==> src/hdl/bgr555_color_adjust_assert.svh <==
// Assertion macros for the color adjust block.
// Each macro takes a label, the clock, the active-low reset and the expressions.
`ifndef BGR555_COLOR_ADJUST_ASSERT_SVH
`define BGR555_COLOR_ADJUST_ASSERT_SVH

`ifndef SYNTHESIS

// Same-cycle implication
`define BCA_ASSERT_IMP(label, clk, rst_n, ante, cons) \
	label: assert property (@(posedge clk) disable iff (!(rst_n)) (ante) |-> (cons)) \
		else $error("assertion failed");

// Next-cycle implication
`define BCA_ASSERT_NEXT(label, clk, rst_n, ante, cons) \
	label: assert property (@(posedge clk) disable iff (!(rst_n)) (ante) |=> (cons)) \
		else $error("assertion failed");

`else

`define BCA_ASSERT_IMP(label, clk, rst_n, ante, cons)
`define BCA_ASSERT_NEXT(label, clk, rst_n, ante, cons)

`endif

`endif

==> src/hdl/bca_pkg.sv <==
`default_nettype none

package bca_pkg;

	typedef logic [7:0] chan_t;
	// channel 0 is red, 1 green, 2 blue
	typedef chan_t [2:0] pix_t;

	// configuration register indexes
	typedef enum logic [2:0] {
		REG_OUT_FORMAT  = 3'd0,
		REG_CONTRAST    = 3'd1,
		REG_BRIGHTNESS  = 3'd2,
		REG_GAMMA_EN    = 3'd3,
		REG_RAMP_EN     = 3'd4,
		REG_SEPIA_EN    = 3'd5,
		REG_GRAY_EN     = 3'd6,
		REG_INVERT_EN   = 3'd7
	} reg_idx_t;

	// output packing formats
	typedef enum logic [1:0] {
		FMT_RGB555 = 2'd0,
		FMT_RGB565 = 2'd1,
		FMT_RGB888 = 2'd2,
		FMT_NONE   = 2'd3
	} fmt_t;

	typedef struct packed {
		fmt_t               out_format;
		logic signed [8:0]  contrast;
		logic signed [8:0]  brightness;
		logic               gamma_en;
		logic               ramp_en;
		logic               sepia_en;
		logic               gray_en;
		logic               invert_en;
	} cfg_t;

	// gamma curve write, broadcast to every lane copy of the curve
	typedef struct packed {
		logic  we;
		chan_t addr;
		chan_t data;
	} curve_wr_t;

	localparam int unsigned CURVE_DEPTH = 256;

	// 2^24 / 255 rounded down; the estimate is low by at most one
	localparam logic [16:0] DIV255_RECIP = 17'd65793;

	// Q16 luma and sepia weights
	localparam logic [15:0] LUMA_KR = 16'd13933;
	localparam logic [15:0] LUMA_KG = 16'd46871;
	localparam logic [15:0] LUMA_KB = 16'd4732;
	localparam logic [16:0] SEPIA_KR = 17'd85197;
	localparam logic [16:0] SEPIA_KG = 17'd61932;
	localparam logic [16:0] SEPIA_KB = 17'd50791;

	// fixed 32-entry gamma ramp
	function automatic chan_t ramp_lookup(input logic [4:0] idx);
		chan_t r;
		case (idx)
			5'd0:  r = 8'h00;
			5'd1:  r = 8'h01;
			5'd2:  r = 8'h03;
			5'd3:  r = 8'h06;
			5'd4:  r = 8'h0a;
			5'd5:  r = 8'h0f;
			5'd6:  r = 8'h15;
			5'd7:  r = 8'h1c;
			5'd8:  r = 8'h24;
			5'd9:  r = 8'h2d;
			5'd10: r = 8'h37;
			5'd11: r = 8'h42;
			5'd12: r = 8'h4e;
			5'd13: r = 8'h5b;
			5'd14: r = 8'h69;
			5'd15: r = 8'h78;
			5'd16: r = 8'h88;
			5'd17: r = 8'h90;
			5'd18: r = 8'h98;
			5'd19: r = 8'ha0;
			5'd20: r = 8'ha8;
			5'd21: r = 8'hb0;
			5'd22: r = 8'hb8;
			5'd23: r = 8'hc0;
			5'd24: r = 8'hc8;
			5'd25: r = 8'hd0;
			5'd26: r = 8'hd8;
			5'd27: r = 8'he0;
			5'd28: r = 8'he8;
			5'd29: r = 8'hf0;
			5'd30: r = 8'hf8;
			default: r = 8'hff;
		endcase
		return r;
	endfunction

	// clamp a signed intermediate to 0..255
	function automatic chan_t sat_u8(input logic signed [11:0] v);
		chan_t r;
		if (v < 12'sd0) begin
			r = 8'd0;
		end else if (v > 12'sd255) begin
			r = 8'd255;
		end else begin
			r = v[7:0];
		end
		return r;
	endfunction

	// sum of the three weighted channels, Q16 down to 8 bits with clamp
	function automatic chan_t luma_sum(input logic [23:0] pr, input logic [23:0] pg,
			input logic [23:0] pb);
		logic [25:0] s;
		logic [9:0]  l;
		s = 26'(pr) + 26'(pg) + 26'(pb);
		l = s[25:16];
		return (l > 10'd255) ? 8'd255 : l[7:0];
	endfunction

	// Q16 scale of a luma value with clamp
	function automatic chan_t sepia_scale(input chan_t l, input logic [16:0] k);
		logic [24:0] p;
		p = 25'(l) * 25'(k);
		return (p[24:16] > 9'd255) ? 8'd255 : p[23:16];
	endfunction

endpackage

`default_nettype wire

==> src/hdl/bca_ram.sv <==
`default_nettype none

module bca_ram #(
	parameter int unsigned WIDTH = 8,
	parameter int unsigned DEPTH = 256
) (
	input  wire logic                       clk,
	input  wire logic                       we,
	input  wire logic [$clog2(DEPTH)-1:0]   waddr,
	input  wire logic [WIDTH-1:0]           wdata,
	input  wire logic                       re,
	input  wire logic [$clog2(DEPTH)-1:0]   raddr,
	output logic      [WIDTH-1:0]           rdata
);

	logic [WIDTH-1:0] mem [DEPTH];

	// one write port, one registered read port
	always_ff @(posedge clk) begin
		if (we) begin
			mem[waddr] <= wdata;
		end
		if (re) begin
			rdata <= mem[raddr];
		end
	end

endmodule

`default_nettype wire

==> src/hdl/bca_lane.sv <==
`default_nettype none

module bca_lane import bca_pkg::*; (
	input  wire logic              clk,
	input  wire logic              en,
	input  wire cfg_t              cfg,
	input  wire logic [4:0]        chan_in,
	input  wire curve_wr_t         wr,
	output chan_t                  chan_out
);

	chan_t              x_s1, x_s2, x_s3, x_s4;
	logic [16:0]        mag_s2, mag_s3;
	logic               neg_s2, neg_s3;
	logic [9:0]         q_s3;
	logic signed [10:0] qs_s4;
	chan_t              v_s5, v_s6, v_s7;
	chan_t              curve_rd;

	logic signed [18:0] prod;
	logic [33:0]        est;
	logic [17:0]        rem;
	logic [9:0]         q_fix;
	logic signed [11:0] con_sum;
	logic signed [11:0] bri_sum;

	// contrast numerator 2*c*x + 127, split into sign and magnitude
	always_comb begin
		prod = 19'(cfg.contrast) * 19'(signed'({1'b0, x_s1})) * 19'sd2 + 19'sd127;
	end

	// quotient estimate by reciprocal multiply
	assign est = 34'(mag_s2) * 34'(DIV255_RECIP);

	// fix the estimate up by one where the remainder reaches 255
	always_comb begin
		rem   = 18'(mag_s3) - ((18'(q_s3) << 8) - 18'(q_s3));
		q_fix = q_s3 + 10'(rem >= 18'd255);
	end

	assign con_sum = 12'(signed'({1'b0, x_s4})) - 12'(cfg.contrast) + 12'(qs_s4);
	assign bri_sum = 12'(signed'({1'b0, v_s5})) + 12'(cfg.brightness);

	always_ff @(posedge clk) begin
		if (en) begin
			// widen by bit replication or map through the ramp
			x_s1   <= cfg.ramp_en ? ramp_lookup(chan_in) : {chan_in, chan_in[4:2]};
			x_s2   <= x_s1;
			neg_s2 <= prod[18];
			mag_s2 <= prod[18] ? 17'(-prod) : 17'(prod);
			x_s3   <= x_s2;
			neg_s3 <= neg_s2;
			mag_s3 <= mag_s2;
			q_s3   <= est[33:24];
			x_s4   <= x_s3;
			qs_s4  <= neg_s3 ? -signed'({1'b0, q_fix}) : signed'({1'b0, q_fix});
			v_s5   <= sat_u8(con_sum);
			v_s6   <= sat_u8(bri_sum);
			v_s7   <= v_s6;
		end
	end

	// gamma curve copy; writes and reads both issue from stage 6, in item order
	bca_ram #(
		.WIDTH (8),
		.DEPTH (CURVE_DEPTH)
	) u_curve (
		.clk   (clk),
		.we    (wr.we),
		.waddr (wr.addr),
		.wdata (wr.data),
		.re    (en),
		.raddr (v_s6),
		.rdata (curve_rd)
	);

	assign chan_out = cfg.gamma_en ? curve_rd : v_s7;

endmodule

`default_nettype wire

==> config.mk <==
export PLATFORM = sky130hd
export DESIGN_NAME = bca_lane
export DESIGN_NICKNAME = d
export VERILOG_FILES = /design/src/hdl/bgr555_color_adjust_assert.svh /design/src/hdl/bca_pkg.sv /design/src/hdl/bca_ram.sv /design/src/hdl/bca_lane.sv
export SDC_FILE = /design/constraint.sdc
export NUM_CORES = 2
export LEC_CHECK = 0
export BUFFER_PORTS_ARGS = -buffer_cell sky130_fd_sc_hd__buf_2
export CORE_MARGIN = 1.5
export CORE_UTILIZATION = 55
export DETAILED_ROUTE_END_ITERATION = 10
export PLACE_DENSITY = 0.76
export SLEW_MARGIN = 20
export SYNTH_ARGS = -nofsm -noshare
export SYNTH_HDL_FRONTEND = slang
export SYNTH_SLANG_ARGS = --single-unit
==> constraint.sdc <==
create_clock -name clk -period 5.78 [get_ports clk]
set_clock_uncertainty 0.1 [all_clocks]
set_input_delay 0.578 -clock clk [delete_from_list [all_inputs] [get_ports clk]]
set_output_delay 0.578 -clock clk [all_outputs]
set_load 0.01 [all_outputs]
==> results <==
- The flow ran to the end, and the final reports show no timing, DRC or antenna violations.
- The netlist uses 66 different library cells.
- The worst path needs 5460 ps of the cycle, external delays included.
- The die covers 0.166 sq mm.
- Data on the critical path is required at its endpoint by 6250 ps.
- The number of port buffers is 51.
- The number of cell rows is 148.
- The final count of hold timing violations is 0.
- The pin count of the biggest net entering global routing is 165.
- The synthesized area divided by synthesized cell count is 20.7 sq um.
- The relative slew slack is 0.142.
- The biggest area contributor in the post-synthesis netlist is sky130_fd_sc_hd__edfxtp_1.
- The count of nets left with antenna violations once routing finished came out at 0.
- The max-cap check violation count is 0.
- The first global-routing pass estimated 302,000 um of wire.
- Setup violations remaining at the end of the flow were counted as 0.
- Counting along the longest clock path gives a buffer depth of 3.
- Sorting the synthesized cells by how often they occur yields 2,167 x sky130_fd_sc_hd__edfxtp_1, 672 x sky130_fd_sc_hd__mux4_2, 299 x sky130_fd_sc_hd__nor2_1, 215 x sky130_fd_sc_hd__inv_1, 149 x sky130_fd_sc_hd__ha_1.
- Synthesis handed over a netlist of around 4,300 instances.
- The total count of max-transition violations in the final report came to 0.
- The worst hold path belongs to the class input port to flop.
- The layout has roughly 11,000 filler cells.
- During synthesis, Yosys emitted a total of 0 warnings.
- The CTS tree is yes.
- The leading cell type by number of instances after synthesis is sky130_fd_sc_hd__edfxtp_1.
- The signed area change from the synthesized netlist to the final layout is 10.6%.
- The share of synthesized area in the top cell type comes to 0.723.
- The initial antenna violation count is 10.
- The most used flip-flop cell after synthesis is sky130_fd_sc_hd__edfxtp_1.
- The clock latency on the worst-skew pair is 870 ps.
- The area occupied by multi-input gates is 0.0232 sq mm.
- The height of the die is 407 um.
- For this run, the register share of the synthesized area comes to 0.723.
- Setup repair after global routing left no endpoint under its margin.
- The leftover overflow at the end of global routing is 0.
- The overall via count from detail_route is 43,734.
- The cell leakage power is 32.1 nW.
- The number of buffers added by the clock tree synthesis step is a little under 200.
- When the netlist entered floorplanning its net count stood at between 4,000 and 5,000.
- Clock-pin slew was measured on the worst setup and hold paths at 60 ps.
- The worst setup path is of the flop to flop kind.
- In the finished design, the share of the clock period the worst path needs comes to 0.944.
- After detailed routing, the total wire length is 205,000 um.
- Based on the critical path, the design can be clocked at up to 183 MHz.
- Data on the critical path arrives at its endpoint at roughly 5900 ps.
- Of all flip-flops after synthesis, the portion carrying an async set or reset was 0.
- The remaining routing DRC violations is 0.
- The all-layer global routing usage is 0.250.
- After floorplanning, the core was sized to cover approximately 0.16 sq mm.
- Detailed placement ended at an HPWL of roughly 120,000 um.
- The worst-case vdd ir drop is between 0.4 and 0.5 mV.
- The number of setup buffers added after CTS is 0.
- The setup check on the worst reg-to-reg path leaves a slack of 320 ps.
- The biggest fanout along the worst timing path is 10.
- Before antenna repair, the detailed router went through 5 iterations.
- Measured on the finished design, the core utilization comes to 0.612.
- The mean routed wirelength per cell is ~30 um.
- The level count of the clock H-tree is 4.
- The synthesized area is 0.0900 sq mm.
- The fraction of layout instances using a drive strength above 1 is 0.240.
- The measured slew at the worst slew-check pin is approximately 1300 ps.
- The I/O pin total is 57.
- The kind of start point of the critical path is a flop.
- The initial utilization of the core area, before any placement, comes to 0.553.
- The number of DRC markers in iteration 0 is 5,423.
- CTS placed an instance of sky130_fd_sc_hd__clkbuf_16 at the clock tree root.
- The kind of end point of the critical path is a flop.
- Dividing the detail-routed via count by the number of cells gives 6.40.
- After the last flow step, the layout net total stands at 4,770.
- The total area of sequential cells is 0.0651 sq mm.
- Routability-driven placement finished with a final weighted congestion of 0.824.
- The via count of the first global-routing pass is 44,512.
- The number of clock sinks is 2,167.
- Measured along the x axis, the die boundary spans 407 um.
- Power spread over the standard cell area amounts to 460 mW/mm^2.
- Synthesis inferred about 2,200 register bits.
- After synthesis, the cell types taking the most area are sky130_fd_sc_hd__edfxtp_1 72%, sky130_fd_sc_hd__mux4_2 17%, sky130_fd_sc_hd__ha_1 2.1%.
- Summed over all failing endpoints, the final setup total negative slack is 0 ps.
- In this run, synthesis inferred 2,167 flip-flops with an integrated enable.
worst max-delay path, cell delays in order, from the launching register on:
cell and delay (ps):
sky130_fd_sc_hd__edfxtp_1 570, sky130_fd_sc_hd__inv_1 200, sky130_fd_sc_hd__ha_1 320, sky130_fd_sc_hd__inv_1 40, sky130_fd_sc_hd__ha_1 280, sky130_fd_sc_hd__a21o_1 160
sky130_fd_sc_hd__a21o_1 200, sky130_fd_sc_hd__a31oi_1 270, sky130_fd_sc_hd__o21ai_0 160, sky130_fd_sc_hd__a211o_1 270, sky130_fd_sc_hd__a211oi_1 260, sky130_fd_sc_hd__o221ai_1 190
sky130_fd_sc_hd__ha_1 240, sky130_fd_sc_hd__ha_1 260, sky130_fd_sc_hd__inv_1 100, sky130_fd_sc_hd__nor2_1 60, sky130_fd_sc_hd__a2111oi_1 450, sky130_fd_sc_hd__o21ai_0 250
sky130_fd_sc_hd__a2111oi_0 400, sky130_fd_sc_hd__o21ai_0 120, sky130_fd_sc_hd__a21oi_1 190, sky130_fd_sc_hd__xnor2_1 80
layout make-up:
cell class              instances  share of cell area
flip-flops and latches       2167               0.654
clock inverters               128              0.0125
inverters                     215             0.00811
multi-input cells            1756               0.233
repair buffers                160              0.0145
well taps                    2175              0.0273
diodes                          6            0.000151
clock buffers                 230              0.0506
registers in the layout, summed over array words and instances, names as in the netlist:
signal,count
u_curve.rdata,8
neg_s3,1
mag_s2,16
mag_s3,16
x_s1,8
u_curve.mem,2048
x_s2,8
x_s3,8
v_s6,8
v_s7,8
v_s5,8
x_s4,8
qs_s4,11
neg_s2,1
q_s3,10
layout by cell type, fill, tap and decap left out, drive strengths merged, types with 9 or more instances in the layout:
cell type / count
bufinv: 16
nor2b: 14
nand3: 38
nor3: 12
mux2: 9
edfxtp: 2167
a211oi: 11
xor2: 25
a21oi: 66
clkinv: 100
ha: 149
inv: 220
and2: 39
fa: 76
buf: 151
nor2: 299
mux4: 672
nand4: 13
a21o: 19
o21ai: 41
clkbuf: 238
o21a: 16
nand2: 99
xnor2: 62
a22oi: 19
worst paths after layout:
| check | startpoint | endpoint | depth (start not counted) |
|---|---|---|---|
| min reg2reg | x_s2[4] | x_s3[4] | 0 |
| min | cfg[3] | x_s1[2] | 2 |
| max reg2reg | q_s3[2] | qs_s4[8] | 21 |
| max | q_s3[2] | qs_s4[8] | 21 |
where the power goes:
group          switching (W)  leakage, nW  internal (W)  total (W)
clock network        0.00574         3.04       0.00698     0.0127
logic                0.00777         9.46       0.00701     0.0148
registers           0.000299         19.6        0.0180     0.0183
logic make-up after synthesis:
| family | count (synthesis) | synth area share |
|---|---|---|
| DFF | 2167 | 0.723 |
| AOI/OAI and AO/OA | 212 | 0.0151 |
| and+or+nand+nor | 548 | 0.0267 |
| xor gates and xnor gates | 87 | 0.00864 |
| adders and majority gates | 225 | 0.0376 |
| muxes | 684 | 0.170 |
| buffers and inverters | 424 | 0.0189 |
what timing repair did:
item,4_1_cts,5_1_grt
setup endpoints to repair,0,1
hold buffers,1,0
endpoints found under the hold margin,1,0
resized for setup,0,1
routing by layer:
metal  vias to the layer above  track usage  wire length [um]
met2                      2289        0.412            104000
met1                     23104        0.336             75900
met3                       363       0.0513             18500
met5                         -            0                46
li1                      17968            -                 -
met4                        10       0.0837              6810
per-stage QoR:
step	hold WS [ps]	cell area, sq um	total power [W]	instances	setup WS [ps]
5_1_grt	92.2	99500	0.0477	6831	41.4
3_5_place_dp	305	93200	0.0333	6472	69.4
2_1_floorplan	300	90000	0.0289	4347	176
4_1_cts	48.8	99500	0.0460	6831	358
3_3_place_gp	301	93200	0.0331	6470	28.7
6_report	116	99500	0.0458	6837	324
(Power assumes the default switching activity.)
