<file path="config.mk">
export PLATFORM = sky130hd
export DESIGN_NAME = bca_tone
export DESIGN_NICKNAME = d
export VERILOG_FILES = /design/src/hdl/bgr555_color_adjust_assert.svh /design/src/hdl/bca_pkg.sv /design/src/hdl/bca_tone.sv
export SDC_FILE = /design/constraint.sdc
export NUM_CORES = 1
export LEC_CHECK = 0
export ABC_AREA = 1
export ABC_CLOCK_PERIOD_IN_PS = 4850
export BUFFER_PORTS_ARGS = -buffer_cell sky130_fd_sc_hd__buf_2
export CAP_MARGIN = 20
export CORE_ASPECT_RATIO = 0.6
export CORE_MARGIN = 2
export CORE_UTILIZATION = 45
export DETAILED_ROUTE_END_ITERATION = 8
export SLEW_MARGIN = 10
export SYNTH_ARGS = -nofsm -noshare
export SYNTH_HDL_FRONTEND = slang
export SYNTH_SLANG_ARGS = --single-unit
export TNS_END_PERCENT = 100
</file>
<file path="constraint.sdc">
create_clock -name clk -period 4.85 [get_ports clk]
set_input_delay 0.97 -clock clk [delete_from_list [all_inputs] [get_ports clk]]
set_output_delay 0.97 -clock clk [all_outputs]
set_load 0.02 [all_outputs]
</file>
<file path="src/hdl/bgr555_color_adjust_assert.svh">
// Assertion macros for the color adjust block.
// Each macro takes a label, the clock, the active-low reset and the expressions.
`ifndef BGR555_COLOR_ADJUST_ASSERT_SVH
`define BGR555_COLOR_ADJUST_ASSERT_SVH

`ifndef SYNTHESIS

// Same-cycle implication
`define BCA_ASSERT_IMP(label, clk, rst_n, ante, cons) \
	label: assert property (@(posedge clk) disable iff (!(rst_n)) (ante) |-> (cons)) \
		else $error("assertion failed");

// Next-cycle implication
`define BCA_ASSERT_NEXT(label, clk, rst_n, ante, cons) \
	label: assert property (@(posedge clk) disable iff (!(rst_n)) (ante) |=> (cons)) \
		else $error("assertion failed");

`else

`define BCA_ASSERT_IMP(label, clk, rst_n, ante, cons)
`define BCA_ASSERT_NEXT(label, clk, rst_n, ante, cons)

`endif

`endif

</file>
<file path="src/hdl/bca_pkg.sv">
`default_nettype none

package bca_pkg;

	typedef logic [7:0] chan_t;
	// channel 0 is red, 1 green, 2 blue
	typedef chan_t [2:0] pix_t;

	// configuration register indexes
	typedef enum logic [2:0] {
		REG_OUT_FORMAT  = 3'd0,
		REG_CONTRAST    = 3'd1,
		REG_BRIGHTNESS  = 3'd2,
		REG_GAMMA_EN    = 3'd3,
		REG_RAMP_EN     = 3'd4,
		REG_SEPIA_EN    = 3'd5,
		REG_GRAY_EN     = 3'd6,
		REG_INVERT_EN   = 3'd7
	} reg_idx_t;

	// output packing formats
	typedef enum logic [1:0] {
		FMT_RGB555 = 2'd0,
		FMT_RGB565 = 2'd1,
		FMT_RGB888 = 2'd2,
		FMT_NONE   = 2'd3
	} fmt_t;

	typedef struct packed {
		fmt_t               out_format;
		logic signed [8:0]  contrast;
		logic signed [8:0]  brightness;
		logic               gamma_en;
		logic               ramp_en;
		logic               sepia_en;
		logic               gray_en;
		logic               invert_en;
	} cfg_t;

	// gamma curve write, broadcast to every lane copy of the curve
	typedef struct packed {
		logic  we;
		chan_t addr;
		chan_t data;
	} curve_wr_t;

	localparam int unsigned CURVE_DEPTH = 256;

	// 2^24 / 255 rounded down; the estimate is low by at most one
	localparam logic [16:0] DIV255_RECIP = 17'd65793;

	// Q16 luma and sepia weights
	localparam logic [15:0] LUMA_KR = 16'd13933;
	localparam logic [15:0] LUMA_KG = 16'd46871;
	localparam logic [15:0] LUMA_KB = 16'd4732;
	localparam logic [16:0] SEPIA_KR = 17'd85197;
	localparam logic [16:0] SEPIA_KG = 17'd61932;
	localparam logic [16:0] SEPIA_KB = 17'd50791;

	// fixed 32-entry gamma ramp
	function automatic chan_t ramp_lookup(input logic [4:0] idx);
		chan_t r;
		case (idx)
			5'd0:  r = 8'h00;
			5'd1:  r = 8'h01;
			5'd2:  r = 8'h03;
			5'd3:  r = 8'h06;
			5'd4:  r = 8'h0a;
			5'd5:  r = 8'h0f;
			5'd6:  r = 8'h15;
			5'd7:  r = 8'h1c;
			5'd8:  r = 8'h24;
			5'd9:  r = 8'h2d;
			5'd10: r = 8'h37;
			5'd11: r = 8'h42;
			5'd12: r = 8'h4e;
			5'd13: r = 8'h5b;
			5'd14: r = 8'h69;
			5'd15: r = 8'h78;
			5'd16: r = 8'h88;
			5'd17: r = 8'h90;
			5'd18: r = 8'h98;
			5'd19: r = 8'ha0;
			5'd20: r = 8'ha8;
			5'd21: r = 8'hb0;
			5'd22: r = 8'hb8;
			5'd23: r = 8'hc0;
			5'd24: r = 8'hc8;
			5'd25: r = 8'hd0;
			5'd26: r = 8'hd8;
			5'd27: r = 8'he0;
			5'd28: r = 8'he8;
			5'd29: r = 8'hf0;
			5'd30: r = 8'hf8;
			default: r = 8'hff;
		endcase
		return r;
	endfunction

	// clamp a signed intermediate to 0..255
	function automatic chan_t sat_u8(input logic signed [11:0] v);
		chan_t r;
		if (v < 12'sd0) begin
			r = 8'd0;
		end else if (v > 12'sd255) begin
			r = 8'd255;
		end else begin
			r = v[7:0];
		end
		return r;
	endfunction

	// sum of the three weighted channels, Q16 down to 8 bits with clamp
	function automatic chan_t luma_sum(input logic [23:0] pr, input logic [23:0] pg,
			input logic [23:0] pb);
		logic [25:0] s;
		logic [9:0]  l;
		s = 26'(pr) + 26'(pg) + 26'(pb);
		l = s[25:16];
		return (l > 10'd255) ? 8'd255 : l[7:0];
	endfunction

	// Q16 scale of a luma value with clamp
	function automatic chan_t sepia_scale(input chan_t l, input logic [16:0] k);
		logic [24:0] p;
		p = 25'(l) * 25'(k);
		return (p[24:16] > 9'd255) ? 8'd255 : p[23:16];
	endfunction

endpackage

`default_nettype wire

</file>
<file path="src/hdl/bca_tone.sv">
`default_nettype none

module bca_tone import bca_pkg::*; (
	input  wire logic         clk,
	input  wire logic         en,
	input  wire cfg_t         cfg,
	input  wire pix_t         ch_in,
	output logic [31:0]       color
);

	pix_t        ch_s8, ch_s9, ch_s10, ch_s11, ch_s12;
	logic [23:0] pr_s8, pg_s8, pb_s8;
	logic [23:0] pr_s11, pg_s11, pb_s11;
	chan_t       l_s9;
	chan_t       l2;
	pix_t        sep;
	pix_t        fin;

	// sepia tint of the first luma
	always_comb begin
		sep[0] = sepia_scale(l_s9, SEPIA_KR);
		sep[1] = sepia_scale(l_s9, SEPIA_KG);
		sep[2] = sepia_scale(l_s9, SEPIA_KB);
	end

	assign l2 = luma_sum(pr_s11, pg_s11, pb_s11);

	always_ff @(posedge clk) begin
		if (en) begin
			// luma products of the adjusted color
			ch_s8  <= ch_in;
			pr_s8  <= 24'(ch_in[0]) * 24'(LUMA_KR);
			pg_s8  <= 24'(ch_in[1]) * 24'(LUMA_KG);
			pb_s8  <= 24'(ch_in[2]) * 24'(LUMA_KB);
			ch_s9  <= ch_s8;
			l_s9   <= luma_sum(pr_s8, pg_s8, pb_s8);
			ch_s10 <= cfg.sepia_en ? sep : ch_s9;
			// gray takes luma of whatever sepia left
			ch_s11 <= ch_s10;
			pr_s11 <= 24'(ch_s10[0]) * 24'(LUMA_KR);
			pg_s11 <= 24'(ch_s10[1]) * 24'(LUMA_KG);
			pb_s11 <= 24'(ch_s10[2]) * 24'(LUMA_KB);
			ch_s12 <= cfg.gray_en ? {l2, l2, l2} : ch_s11;
		end
	end

	// inversion and output packing
	always_comb begin
		fin = cfg.invert_en ? (ch_s12 ^ {3{8'hff}}) : ch_s12;
		case (cfg.out_format)
			FMT_RGB555: color = {17'd0, fin[0][7:3], fin[1][7:3], fin[2][7:3]};
			FMT_RGB565: color = {16'd0, fin[0][7:3], fin[1][7:2], fin[2][7:3]};
			FMT_RGB888: color = {8'd0, fin[0], fin[1], fin[2]};
			default:    color = 32'hffff_ffff;
		endcase
	end

endmodule

`default_nettype wire

</file>
==> results_dict.tcl, run 1 <==
set metrics [dict create \
    start_util 0.452 \
    grtUsageTotal 0.240 \
    critPathRequiredTime_ps 5170 \
    setup-violations-final 0 \
    synth_edf_count 250 \
    grt_pass1_vias 22020 \
    wire_per_inst_um 18.0 \
    layout-drive-gt1-share 0.0664 \
    max_freq_mhz 214 \
    startpoint_type "register" \
    period_share 0.963 \
    cts.sinks 250 \
    htree_num_levels 1 \
    holdWs_ps 419 \
    synth.area.top_cells "edfxtp_1, ha_1, fa_1" \
    syn_to_final_growth_pct 9.91 \
    vias_per_cell 5.18 \
    cts_tree "done" \
    ys_top_cells_by_count "nand2_1, inv_1, ha_1" \
    min_path_cells 0 \
    cts_buffer_depth 3 \
    fp.dieArea_sq_um 68400 \
    synth_async_sr_flop_share 0 \
    timing.rr.start "l_s9[7]" \
    max-cap-violations 0 \
    syn_avg_cell_area_sq_um 8.87 \
    grt_pass1_wl_um 126000 \
    fin_crit_ps 4670 \
    post-dp-hpwl_um 68500 \
    cp-end-kind "register" \
    cp_slowest_stage_delay_ps 570 \
    finalMaxSlewViolations 0 \
    drc_errors 0 \
    syn_area_sq_um 29800 \
    wl_um 79900 \
    tightestPinTransition_ps 899 \
    die_w_um 336 \
    r2r-end "ch_s10[4]" \
    cp_slowest_cell "edfxtp_1" \
    place_congestion 0.911 \
    synth_cell_type_count 45 \
    antenna_left 0 \
    yosys_warnings 0 \
    synth_area_leader_cell "edfxtp_1" \
    fp.coreArea_sq_um 65900 \
    rows 73 \
    synth.most_common_cell "nand2_1" \
    synth_nets 4188 \
    clk_latency_ps 590 \
    rsz0062_at_grt "no" \
    crit_fanout 5 \
    cts.clk_slew.worst_paths_ps 70 \
    hold_path_end "ch_s9[9]" \
    reg2reg_setup_slack_ps 180 \
    drt_iter0_markers 2047 \
    first_pass_iters 6 \
    status "finished clean" \
    yosysSeqAreaShare 0.252 \
    grt_max_degree 112 \
    synth_seq_cells 250 \
    synth_flop_cell "edfxtp_1" \
    vias 22987 \
    pin_count 83 \
    hold_class "register to register" \
    clockRootBuffer "clkbuf_16" \
    slew_headroom 0.401 \
    syn_inst 3364 \
    min_from "ch_s8[9]" \
    fp.dieH_um 203 \
    overflow 0 \
    hold_violations 0 \
    path_cells "ha_1, fa_1, fa_1, fa_1, inv_1, ha_1, nand2_1, inv_1, nand2_1, nand2_1, nand2_1, nand2_1, nand2_1, nand3_2, nand2_2, nand3_2, nor2_1, nor2_1, buf_4" \
    cpMostUsedCell "nand2_1" \
    numCtsBuffers 28 \
    antenna_found_initial 0 \
    portBuffers 62 \
    fin_skew_ps 38.3 \
    cp.arrival_ps 4990 \
    nNetsFinal 4342 \
    crit_start "l_s9[7]" \
    yosys.area.top_type_share 0.252 \
    path_class "register to register" \
    rr_worst_depth 19 \
]
==> what timing repair did <==
item	CTS	global route
setup endpoints to repair	0	13
gates resized for setup	0	2
hold buffers	0	0
buffers inserted	0	6
==> how the worst max path moves through the flow <==
stage,endpoint,slack (ps),depth (start not counted)
after global routing,ch_s10[15],10,14
after floorplan,pg_s8[21],470,12
after detailed placement,pg_s8[23],-10,14
after global placement,pg_s8[10],10,15
after CTS,ch_s10[1],100,18
final,ch_s10[4],180,19
==> registers in the layout (all words and copies together) (netlist names) <==
register	count
pr_s8	20
pb_s11	18
ch_s10	24
ch_s9	24
ch_s11	24
l_s9	8
pr_s11	20
pb_s8	18
pg_s11	23
ch_s12	24
pg_s8	23
ch_s8	24
==> per-layer routing <==
metal  wire, um  global-route usage  vias to the layer above
met4        881              0.0292                        0
met3       8190              0.0703                       55
met2      25900               0.278                      705
met1      44900               0.421                    10866
met5          0                   0                        -
li1           -                   -                    11361
==> placed cells by master, fill, tap and decap left out, types with 9 or more instances in the layout <==
cell type    n
nor3_1      31
a21o_1      24
buf_4       82
a31oi_1     10
buf_2       61
o21ai_1     13
nand2_1    689
fa_1       268
nor2_1     220
o22ai_1      9
clkbuf_16   28
xnor2_1     41
xor2_1      74
nand3_1    158
nand4_1     47
ha_1       505
a21oi_1    193
inv_1      617
edfxtp_1   250
or2_2       15
o21bai_1    25
o21ai_0     84
==> kinds of logic (layout without fill, tap and decap cells) <==
family / after synthesis / count (layout) / share of synthesized area
AOI/OAI and AO/OA: 390 / 390 / 0.0738
xor gates and xnor gates: 115 / 115 / 0.0338
adders and majority gates: 773 / 773 / 0.392
buffers and inverters: 643 / 819 / 0.0823
DFF: 250 / 250 / 0.252
other: 0 / 1 / 0
and+or+nand+nor: 1193 / 1193 / 0.167
==> worst max-delay path, delay by kind of cell, from the launching register on <==
kind	cells	cell delay (ps)
AND/OR/NAND/NOR	11	1210
buffers and inverters	3	300
flip-flops	1	570
adder cells (fa/ha/maj)	5	2320
==> final cells by class <==
class	instances	area (sq um)
fillers	6357	33200
multi-input cells	2471	19900
flip-flops and latches	250	7510
inverters	620	2330
well taps	900	1130
repair buffers	147	996
clock buffers	32	716
clock inverters	20	240
diodes	1	2.50
==> stage by stage <==
step	instance area (sq um)	setup TNS (ps)	util	worst slack, ps	cells
5_1_grt	32800	0	0.497	9.81	4440
4_1_cts	32700	0	0.496	105	4434
2_1_floorplan	29800	0	-	466	3364
3_3_place_gp	31800	0	0.482	14.9	4382
6_report	32800	0	0.497	177	4441
3_5_place_dp	31800	-14.9	0.482	-14.9	4382
Power of run 1 is not shown: default switching activity piles up to over one toggle a cycle in this logic, so the estimate is an artifact.
==> run 2: changes to the inputs <==
--- a/config.mk
+++ b/config.mk
@@ -12,6 +12,8 @@
 export CORE_ASPECT_RATIO = 0.6
 export CORE_MARGIN = 2
 export CORE_UTILIZATION = 45
+export CTS_BUF_LIST = sky130_fd_sc_hd__clkbuf_8
+export CTS_CLUSTER_SIZE = 25
 export DETAILED_ROUTE_END_ITERATION = 8
 export SLEW_MARGIN = 10
 export SYNTH_ARGS = -nofsm -noshare
==> results_dict.tcl, run 2 (synthesis gave the netlist of run 1 again) <==
set metrics [dict create \
    post-dp-hpwl_um 68500 \
    routed-wl-met2_um 25700 \
    start_util 0.452 \
    startpoint_type "register" \
    wl_met1_um 45100 \
    wl_um 80000 \
    fp.coreArea_sq_um 65900 \
    n_fill_cell 6427 \
    grt_pass1_wl_um 127000 \
    rsz0062_at_grt "no" \
    fin_skew_ps 48.4 \
    numCtsBuffers 41 \
    layout-drive-gt1-share 0.0689 \
    pin_count 83 \
    tightestPinTransition_ps 888 \
    max_freq_mhz 216 \
    top_layer "met4" \
    vias_per_cell 5.15 \
    first_pass_iters 6 \
    cp-end-kind "register" \
    slew_headroom 0.408 \
    place_congestion 0.911 \
    wl_met3_um 8230 \
    reg2reg_setup_slack_ps 220 \
    cts_tree "done" \
    cts.sinks 250 \
    rr_worst_depth 19 \
    hold_class "register to register" \
    portBuffers 62 \
    layout_common_cells "nand2_1, inv_1, ha_1, fa_1, edfxtp_1" \
    cts.clk_slew.worst_paths_ps 70 \
    htree_num_levels 2 \
    grtUsageTotal 0.242 \
    drt_iter0_markers 2111 \
    period_share 0.954 \
    finalMaxSlewViolations 0 \
    hold_violations 0 \
    path_class "register to register" \
    grt_pass1_vias 22096 \
    timing.rr.start "l_s9[7]" \
    grt_max_degree 112 \
    cts_buffer_depth 3 \
    crit_start "l_s9[7]" \
    cp.arrival_ps 5000 \
    wire_per_inst_um 18.0 \
    r2r-end "ch_s10[4]" \
    drc_errors 0 \
    stdcell_count 4456 \
    n_antenna_cell 0 \
    clk_latency_ps 630 \
    antenna_found_initial 0 \
    setup-violations-final 0 \
    cp-endpoint "ch_s10[4]" \
    rows 73 \
    place_inst 4382 \
    antenna_left 0 \
    die_w_um 336 \
    nNetsFinal 4353 \
    crit_fanout 5 \
    vias 22940 \
    fp.dieArea_sq_um 68400 \
    overflow 0 \
    fin_crit_ps 4630 \
    mostFrequentLayoutCell "nand2_1" \
    status "finished clean" \
    syn_to_final_growth_pct 9.23 \
    critPathRequiredTime_ps 5230 \
    max-cap-violations 0 \
    fp.dieH_um 203 \
    clockRootBuffer "clkbuf_8" \
]
run 2: through the flow:
step           setup slack, ps   util  area [sq um]  hold slack, ps  setup TNS [ps]
5_1_grt                   25.3  0.494         32600             411               0
2_1_floorplan              466      -         29800             400               0
3_5_place_dp             -14.9  0.482         31800             406           -14.9
6_report                   224  0.494         32600             393               0
3_3_place_gp              14.9  0.482         31800             401               0
4_1_cts                   92.3  0.494         32500             395               0
run 2: how the worst min path moves through the flow:
stage | slack (ps) | startpoint | to | cells after the start
3_5_place_dp | 410 | ch_s8[4] | ch_s9[4] | 0
6_report | 390 | ch_s8[17] | ch_s9[17] | 0
3_3_place_gp | 400 | ch_s8[11] | ch_s9[11] | 0
4_1_cts | 400 | ch_s8[17] | ch_s9[17] | 0
2_1_floorplan | 400 | ch_s8[10] | ch_s9[10] | 0
5_1_grt | 410 | ch_s8[17] | ch_s9[17] | 0
run 2: timing repair:
item                                    4_1_cts  5_1_grt
hold buffers                                  0        0
setup buffers                                 0        4
endpoints found under the setup margin        0       15
resized for setup                             0        4
run 2: critical path: stages (launching register included):
cell and delay [ps]:
edfxtp_1 560, ha_1 460, fa_1 570, fa_1 470, fa_1 500, inv_1 50, ha_1 320, nand2_1 180
inv_1 80, nand2_1 160, nand2_1 70, nand2_1 50, nand2_1 120, nand2_1 140, nand3_2 110, nand2_2 90
nand3_2 100, nor2_1 130, nor2_1 50, buf_4 160
run 2: routing by layer:
metal,global-route usage,up-vias
met4,0.0381,0
li1,-,11379
met5,0,-
met1,0.421,10802
met2,0.277,699
met3,0.0733,60
run 2: area by class of cell:
class | instances | area, sq um | share of cell area
tap | 900 | 1130 | 0.0346
sequential | 250 | 7510 | 0.230
clock inverter | 29 | 195 | 0.00599
timing repair buffer | 145 | 981 | 0.0301
clock buffer | 41 | 564 | 0.0173
multi-input combinational | 2471 | 19900 | 0.610
inverter | 620 | 2330 | 0.0714
Power of run 2 is left out for the same reason.
